## config.mk

```make
export PLATFORM = sky130hd
export DESIGN_NAME = stq_cell
export DESIGN_NICKNAME = d
export VERILOG_FILES = /design/src/sv/stq_pkg.sv /design/src/sv/stq_cell.sv
export SDC_FILE = /design/constraint.sdc
export NUM_CORES = 1
export LEC_CHECK = 0
export BUFFER_PORTS_ARGS = -buffer_cell sky130_fd_sc_hd__buf_2
export CAP_MARGIN = 0
export CORE_AREA = 5 5 161 163
export CTS_CLUSTER_SIZE = 28
export DETAILED_ROUTE_END_ITERATION = 16
export DIE_AREA = 0 0 166 168
export SYNTH_ARGS = -nofsm -noshare
export SYNTH_HDL_FRONTEND = slang
export SYNTH_SLANG_ARGS = --single-unit
```

## constraint.sdc

```tcl
create_clock -name clk -period 5.6 [get_ports clk]
set_input_delay 0.56 -clock clk [delete_from_list [all_inputs] [get_ports clk]]
set_output_delay 0.56 -clock clk [all_outputs]
set_load 0.1 [all_outputs]
```

## src/sv/stq_pkg.sv

```systemverilog
package stq_pkg;

    localparam int STQ_MAX_TIMERS  = 16;
    localparam int STQ_MAX_RESULTS = 16;
    localparam int STQ_RES_CNT_W   = $clog2(STQ_MAX_RESULTS + 1);

    typedef enum logic [1:0] {
        OP_TICK   = 2'd0,
        OP_ADD    = 2'd1,
        OP_CANCEL = 2'd2,
        OP_CLEAR  = 2'd3
    } op_kind_t;

    typedef enum logic [2:0] {
        RES_EXPIRED     = 3'd0,
        RES_ADDED       = 3'd1,
        RES_FULL        = 3'd2,
        RES_CANCELLED   = 3'd3,
        RES_NOT_FOUND   = 3'd4,
        RES_ALL_CLEARED = 3'd5,
        RES_NOTHING_DUE = 3'd6
    } res_kind_t;

    typedef enum logic [2:0] {
        S_IDLE,
        S_TICK,
        S_CMP,
        S_APPLY,
        S_REPORT
    } state_t;

    typedef enum logic [1:0] {
        CELL_HOLD,
        CELL_LEFT,
        CELL_RIGHT,
        CELL_NEW
    } cell_op_t;

    typedef enum logic {
        CMP_EARLIER,
        CMP_ID
    } cmp_mode_t;

    typedef struct packed {
        logic [31:0] deadline;
        logic [15:0] id;
        logic [7:0]  code;
        logic [31:0] data;
    } entry_t;

    typedef struct packed {
        cell_op_t  op;
        logic      cmp_en;
        cmp_mode_t cmp_mode;
    } cell_ctrl_t;

    typedef struct packed {
        logic [31:0] now;
        logic [15:0] rel;
        logic [15:0] cid;
    } cmp_req_t;

    function automatic logic head_due(input logic [31:0] deadline, input logic [31:0] now);
        logic [31:0] diff;
        diff = deadline - now;
        return (diff == 32'd0) || diff[31];
    endfunction

    function automatic logic [15:0] head_dist(input logic [31:0] deadline,
                                              input logic [31:0] now);
        logic [31:0] diff;
        diff = deadline - now;
        if ((diff == 32'd0) || diff[31])
            return 16'd0;
        else if (|diff[31:16])
            return 16'hFFFF;
        else
            return diff[15:0];
    endfunction

endpackage

```

## src/sv/stq_cell.sv

```systemverilog
module stq_cell (
    input  logic                clk,
    input  logic                rst_n,
    input  stq_pkg::cell_ctrl_t ctrl,
    input  logic                valid,
    input  stq_pkg::cmp_req_t   req,
    input  stq_pkg::entry_t     left_entry,
    input  stq_pkg::entry_t     right_entry,
    input  stq_pkg::entry_t     new_entry,
    output stq_pkg::entry_t     entry,
    output logic                match
);
    import stq_pkg::*;

    entry_t      entry_reg;
    entry_t      entry_next;
    logic        match_reg;
    logic        match_next;
    logic [31:0] rel_left;

    always_comb
    begin
        case (ctrl.op)
            CELL_LEFT:  entry_next = left_entry;
            CELL_RIGHT: entry_next = right_entry;
            CELL_NEW:   entry_next = new_entry;
            default:    entry_next = entry_reg;
        endcase
    end

    // time left on this entry, overdue counts as zero
    always_comb
    begin
        rel_left = entry_reg.deadline - req.now;
        if (rel_left[31])
            rel_left = 32'd0;
        case (ctrl.cmp_mode)
            CMP_EARLIER: match_next = valid && ({16'd0, req.rel} < rel_left);
            CMP_ID:      match_next = valid && (req.cid != 16'd0) && (entry_reg.id == req.cid);
            default:     match_next = 1'b0;
        endcase
    end

    always_ff @(posedge clk)
    begin
        entry_reg <= entry_next;
    end

    always_ff @(posedge clk or negedge rst_n)
    begin
        if (!rst_n)
            match_reg <= 1'b0;
        else if (ctrl.cmp_en)
            match_reg <= match_next;
    end

    assign entry = entry_reg;
    assign match = match_reg;

endmodule

```

==> flow_summary.toml, run 1 <==
[hold_path]
min_delay_worst_endpoint = "entry[26]"
holdCritStartpoint = "left_entry[26]"
hold_depth = 3
hp-class = "in -> reg"

[yosys]
ys_seq_area_share_pct = 37.6
async_flop_share_pct = 1.12
synth_edf_count = 88
yosysUniqueCellTypes = 64
synth_top_area_share_pct = 37.2
synth_area_leader_cell = "edfxtp_1"
synthFlopType = "edfxtp_1"
synth_area_leaders = "edfxtp_1 (37%), mux2i_1 (13%), a21oi_1 (8.4%)"
synth_area_um2 = 7100
synth_nets = 1155
ys.warnings.count = 0
synth_cells = 773
synth-seq-cells = 89
avgSynthCellArea_um2 = 9.18

[setup_path]
crit_type = "reg -> reg"
cp-start-kind = "flop"
crit_start = "entry[73]"
cp.required_ps = 5880
regToRegEndpoint = "match"
path_max_fanout = 17
r2r_start = "entry[73]"
worstPathArrival_ps = 4720
r2r_setup_slack_ps = 1160
rr_worst_depth = 15
end_kind = "flop"

[timing]
finalHoldViolations = 0
tns_ps = 0
clock_skew_ps = 9.40
drv_slew = 0
slew_headroom_pct = 49.3
fin_crit_sh_pct = 79.3
worstMarginPinSlew_ps = 761
rsz0062_at_grt = "no"
max_freq_mhz = 225
finalSetupViolations = 0
layout_min_cycle_time_ps = 4440

[global_routing]
grt_pass1_vias = 7326
overflow = 0
grt_max_degree = 87
grt_pass1_wl_mm = 40.8
antenna_found_initial = 4
track_usage_pct = 18.7

[cells_and_area]
multi_input_area_um2 = 4130
register_area_um2 = 2670
drive_above_1_share_pct = 39.0
mostFrequentLayoutCell = "buf_2"
nNetsFinal = 1558
largest_register_ffs = 88
final_cell_mix = "buf_2 (421), a21oi_1 (119), nor2_1 (115)"
fillers = 2476
post-route-util_pct = 40.6
syn_to_final_growth_pct = 38.4

[floorplan]
die_area_um2 = 27900
initial_utilization_pct = 29.4
io_pins = 424
fp.dieH_um = 168
core_um2 = 24200
floorplan.rows = 57
die_w_um = 166

[route]
vias_per_cell = 4.82
drcViolationCount = 0
first_pass_iters = 5
wl_per_cell_um = 18.5
routed_wl_mm = 27.9
drtIter0Drc = 365
vias = 7266
detail-route-antenna-nets = 0

[clock_tree]
cts_resized = 0
path_clk_slew_ps = 70
cts_sinks = 89
cts.path.max_buffers = 2
htree_levels = 3
cts_setup_buffers = 0
clock-root-buffer = "clkbuf_16"
cts_tree = "done"
clk_latency_ps = 340
cts_made_buffers = 9

[power]
pwr-share-seq_pct = 29.5
power.leakage_uw = 0.00479
ir_worst_vdd_v = 0.000134
p_clk_share_pct = 20.5
p_per_area_nw_per_um2 = 301
internal_power_uw = 1590
switchingPower_uw = 1370
switching_share_pct = 46.2
pwr-share-comb_pct = 49.9

[placement]
portBuffers = 423
gpl.final_weighted_congestion = 0.972
dp_hpwl_mm = 24.1

[job]
cap_viol_max_count = 0

[run_status]
status = "completed"
## how the worst max path moves through the flow
stage,endpoint,slack (ps),cells past startpoint
finish,match,1160,15
global route,match,820,19
CTS,match,1160,18
detailed placement,match,1000,20
global placement,match,1180,17
floorplan,match,1050,17
## power by group through the flow
stage | registers [µW] | clock network (µW) | logic, µW
2_1_floorplan | 1450 | 0 | 546
3_3_place_gp | 886 | 0 | 1470
3_5_place_dp | 889 | 0 | 1480
4_1_cts | 875 | 633 | 1480
5_1_grt | 882 | 658 | 1580
6_report | 875 | 608 | 1480
## cell usage after synthesis, types with 2 or more instances
cell type and number:
a41oi_1 2, o21ai_0 19, buf_4 3, a21oi_1 119, edfxtp_1 88, and2_1 2, and3_1 4, nand2_1 42
or3_1 5, a211o_1 5, inv_1 40, nand3_1 4, clkbuf_1 24, a221oi_1 2, ha_1 46, o2111ai_1 3
xnor2_1 26, a31oi_1 2, nor2b_1 4, a211oi_1 5, o21bai_1 4, or3_2 2, xor2_1 9, nand2b_1 6
o21a_1 9, nor4_1 7, buf_1 9, nor2_1 115, a21o_1 16, o211ai_1 6, a31o_2 2, nor3_1 8
nand4_1 11, mux2i_1 93, a2111oi_0 2
## per-layer routing
layer | GRT usage, % | vias to the layer above | routed length [µm]
li1 | - | 3659 | -
met1 | 23.1 | 3315 | 11400
met2 | 33.2 | 258 | 14200
met3 | 4.01 | 30 | 1670
met4 | 5.16 | 4 | 548
met5 | 0 | - | 22
## metrics by stage
stage / worst slack (ps) / hold WS (ps) / instance area [µm²] / instances / power, µW
2_1_floorplan: 1050 / 264 / 7100 / 773 / 1990
3_3_place_gp: 1180 / 361 / 9520 / 1488 / 2360
3_5_place_dp: 999 / 360 / 9520 / 1488 / 2370
4_1_cts: 1160 / 517 / 9820 / 1505 / 2990
5_1_grt: 821 / 533 / 9820 / 1507 / 3120
6_report: 1160 / 536 / 9820 / 1507 / 2960
## cells by family (layout without fill, tap and decap cells)
| logic type | after synthesis | in the layout | share of synthesized area (%) |
|---|---|---|---|
| and+or+nand+nor | 219 | 219 | 13.9 |
| muxes | 93 | 93 | 13.1 |
| buffers and inverters | 77 | 485 | 4.25 |
| other | 0 | 2 | 0 |
| AOI/OAI and AO/OA | 213 | 213 | 18.5 |
| xor gates and xnor gates | 35 | 35 | 4.32 |
| adders and majority gates | 47 | 47 | 8.39 |
| DFF | 89 | 89 | 37.6 |
## worst max-delay path: stages, from the launching register on
cell and delay (ps):
edfxtp_1 450, ha_1 460, nand4_1 230, or3_1 390
o221a_2 290, and4_1 180, a211o_1 430, nand2_1 130
ha_1 250, a211o_1 310, or3_1 310, a221oi_1 270
o21ai_0 190, and3b_1 220, a21oi_1 120, o21a_1 130
## timing repair
item                       in CTS  in global routing
hold endpoints to repair        1                  0
hold buffers                    1                  0
setup endpoints to repair       0                  0
## layout make-up
cell class	count	share of cell area [%]
inverters	40	1.53
multi-input cells	607	42.1
clock buffers	9	2.29
diodes	2	0.0509
clock inverters	7	0.688
repair buffers	429	22.1
well taps	324	4.13
flip-flops and latches	89	27.2
Power figures use the tool's default switching activity.
==> run 2: changes to the inputs <==
--- a/config.mk
+++ b/config.mk
@@ -5,12 +5,13 @@
 export SDC_FILE = /design/constraint.sdc
 export NUM_CORES = 1
 export LEC_CHECK = 0
+export ABC_AREA = 1
 export BUFFER_PORTS_ARGS = -buffer_cell sky130_fd_sc_hd__buf_2
 export CAP_MARGIN = 0
-export CORE_AREA = 5 5 161 163
+export CORE_AREA = 5 5 162 164
 export CTS_CLUSTER_SIZE = 28
 export DETAILED_ROUTE_END_ITERATION = 16
-export DIE_AREA = 0 0 166 168
+export DIE_AREA = 0 0 167 169
 export SYNTH_ARGS = -nofsm -noshare
 export SYNTH_HDL_FRONTEND = slang
 export SYNTH_SLANG_ARGS = --single-unit
==> constraint.sdc (replaced) <==
create_clock -name clk -period 3.61 [get_ports clk]
set_input_delay 0.361 -clock clk [delete_from_list [all_inputs] [get_ports clk]]
set_output_delay 0.361 -clock clk [all_outputs]
set_load 0.1 [all_outputs]
==> run 2 against run 1 <==
Compared with the run above:
- flip-flop and latch count unchanged
- area after synthesis rose by 3.6%
- global-route usage grew 2.2 points
- routed wire length rose by 13%
- sequential share of layout area fell by 1.0 points
- via count rose by 17%
- critical endpoint unchanged
- largest power group unchanged
==> flow_summary.toml, run 2 <==
[run_status]
status = "completed"

[floorplan]
initial_utilization_pct = 29.7
io_pins = 424
die_area_um2 = 28200
core_um2 = 24700
fp.dieH_um = 169
floorplan.rows = 58
die_w_um = 167

[cells_and_area]
fillers = 2634
drive_above_1_share_pct = 36.7
mostFrequentLayoutCell = "buf_2"
post-route-util_pct = 41.2
syn_to_final_growth_pct = 38.6
nNetsFinal = 1796
fin_area_um2 = 10200
final_cell_mix = "buf_2 (421), nand2_1 (316), nand3_1 (205)"
largest_register_ffs = 88

[placement]
portBuffers = 423
gpl.final_weighted_congestion = 0.932
place_area_um2 = 9830
dp_hpwl_mm = 25.9

[timing]
finalSetupViolations = 0
tns_ps = 0
fin_crit_sh_pct = 90.7
max_freq_mhz = 305
finalHoldViolations = 0
worstMarginPinSlew_ps = 1020
drv_slew = 0
rsz0062_at_grt = "no"
fin_hold_ws_ps = 284
slew_headroom_pct = 32.2
layout_min_cycle_time_ps = 3280
clock_skew_ps = 12.1

[yosys]
synth_cells = 1011
synth_common_cells = "nand2_1 (316), nand3_1 (205), edfxtp_1 (88), inv_1 (83), nor2_1 (49)"
synth_nets = 1393
synth_area_um2 = 7360
yosysUniqueCellTypes = 46
synth-seq-cells = 89
avgSynthCellArea_um2 = 7.28
synth.most_common_cell = "nand2_1"
async_flop_share_pct = 1.12
synth_area_leader_cell = "edfxtp_1"
ys.warnings.count = 0
synthFlopType = "edfxtp_1"
synth_top_area_share_pct = 35.9
synth_edf_count = 88
ys_seq_area_share_pct = 36.3
synth_area_leaders = "edfxtp_1 (36%), nand2_1 (16%), nand3_1 (14%)"

[setup_path]
worstPathArrival_ps = 3540
crit_type = "reg -> reg"
path_max_fanout = 9
crit_family = "simple AND/OR/NAND/NOR gates"
cp-start-kind = "flop"
crit_path_end = "match"
end_kind = "flop"
critical-path-max-stage-delay_ps = 430
cp.depth = 22
r2r_setup_slack_ps = 330
path_cells = "ha_1, nand2_1, inv_1, a21oi_2, nand2_4, nand2_2, nand2_4, nand2_4, nand2_2, nand2_4, nand2_4, or2_2, ha_1, a21oi_1, nor2_1, a211oi_1, nand2_1, nand2_1, nand2_1, nand2_1, nand2_1, a21oi_2"
crit_path_frequent_cell = "nand2_1"
r2r_start = "entry[62]"
crit_start = "entry[62]"
regToRegEndpoint = "match"
rr_worst_depth = 22
slowest_stage = "edfxtp_1"
cp.required_ps = 3880
crit_buf_inv = 1

[clock_tree]
path_clk_slew_ps = 80
clk_latency_ps = 350
clock-root-buffer = "clkbuf_16"
cts.path.max_buffers = 2
htree_levels = 3
cts_sinks = 89
cts_made_buffers = 9
cts_tree = "done"

[route]
drcViolationCount = 0
first_pass_iters = 5
drtIter0Drc = 485
wl_per_cell_um = 18.0
routed_wl_mm = 31.6
vias_per_cell = 4.84
detail-route-antenna-nets = 0
vias = 8479

[power]
power.leakage_uw = 0.00520
ir_worst_vdd_v = 0.000225
power_uw = 4790
p_per_area_nw_per_um2 = 470

[hold_path]
holdCritStartpoint = "right_entry[34]"
hp-class = "in -> reg"

[global_routing]
grt_max_degree = 89
overflow = 0
track_usage_pct = 20.9
grt_pass1_vias = 8325
grt_pass1_wl_mm = 46.8
antenna_found_initial = 5

[job]
cap_viol_max_count = 0
[run 2: layout make-up]
cell class	instances	area (µm²)	area share, %
Antenna cell	4	10.0	0.0981
Tap cell	330	413	4.05
Inverter	91	349	3.42
Multi-Input combinational cell	792	4240	41.6
Clock inverter	6	97.6	0.957
Clock buffer	9	225	2.21
Sequential cell	89	2670	26.2
Timing Repair Buffer	431	2200	21.5
[run 2: through the flow]
stage | cells | setup slack, ps
6_report | 1752 | 335
5_1_grt | 1752 | 14.4
4_1_cts | 1748 | 284
3_5_place_dp | 1732 | 272
3_3_place_gp | 1732 | 337
2_1_floorplan | 1011 | 4.75
[run 2: report_power, final]
group	switching, µW	internal (µW)	leakage (µW)
sequential	65.4	1280	0.000920
clock	448	617	0.000159
combinational	1770	614	0.00412
total	2280	2510	0.00520
[run 2: worst min path at each step]
stage / endpoint / slack (ps) / cells past startpoint
2_1_floorplan: match / 70 / 0
3_3_place_gp: match / 140 / 1
3_5_place_dp: match / 140 / 1
4_1_cts: entry[37] / 270 / 3
5_1_grt: entry[1] / 280 / 3
6_report: entry[34] / 280 / 3
[run 2: what timing repair did]
action                     in CTS  in global routing
hold buffers                    1                  0
setup endpoints to repair       0                  1
resized for setup               0                  9
buffers inserted                0                  0
hold endpoints to repair        1                  0
[run 2: worst reg2reg max path: cells and delay by family (launching register included)]
family | cells | cell delay (ps)
AOI/OAI and AO/OA | 4 | 640
DFF | 1 | 430
adders and majority gates | 2 | 670
and+or+nand+nor | 15 | 1410
buffers and inverters | 1 | 70
[run 2: cell families after synthesis]
kind of cell	count (synthesis)	share of synthesized area (%)
AOI/OAI and AO/OA	91	7.91
and+or+nand+nor	641	39.5
DFF	89	36.3
adders and majority gates	47	8.09
buffers and inverters	130	6.73
xor gates and xnor gates	13	1.55
[run 2: per-layer routing]
metal	vias up	wire [µm]	GRT usage, %
li1	4232	-	-
met3	29	2350	5.18
met1	3864	13300	26.7
met2	352	15500	35.7
met5	-	18	0
met4	2	473	5.37
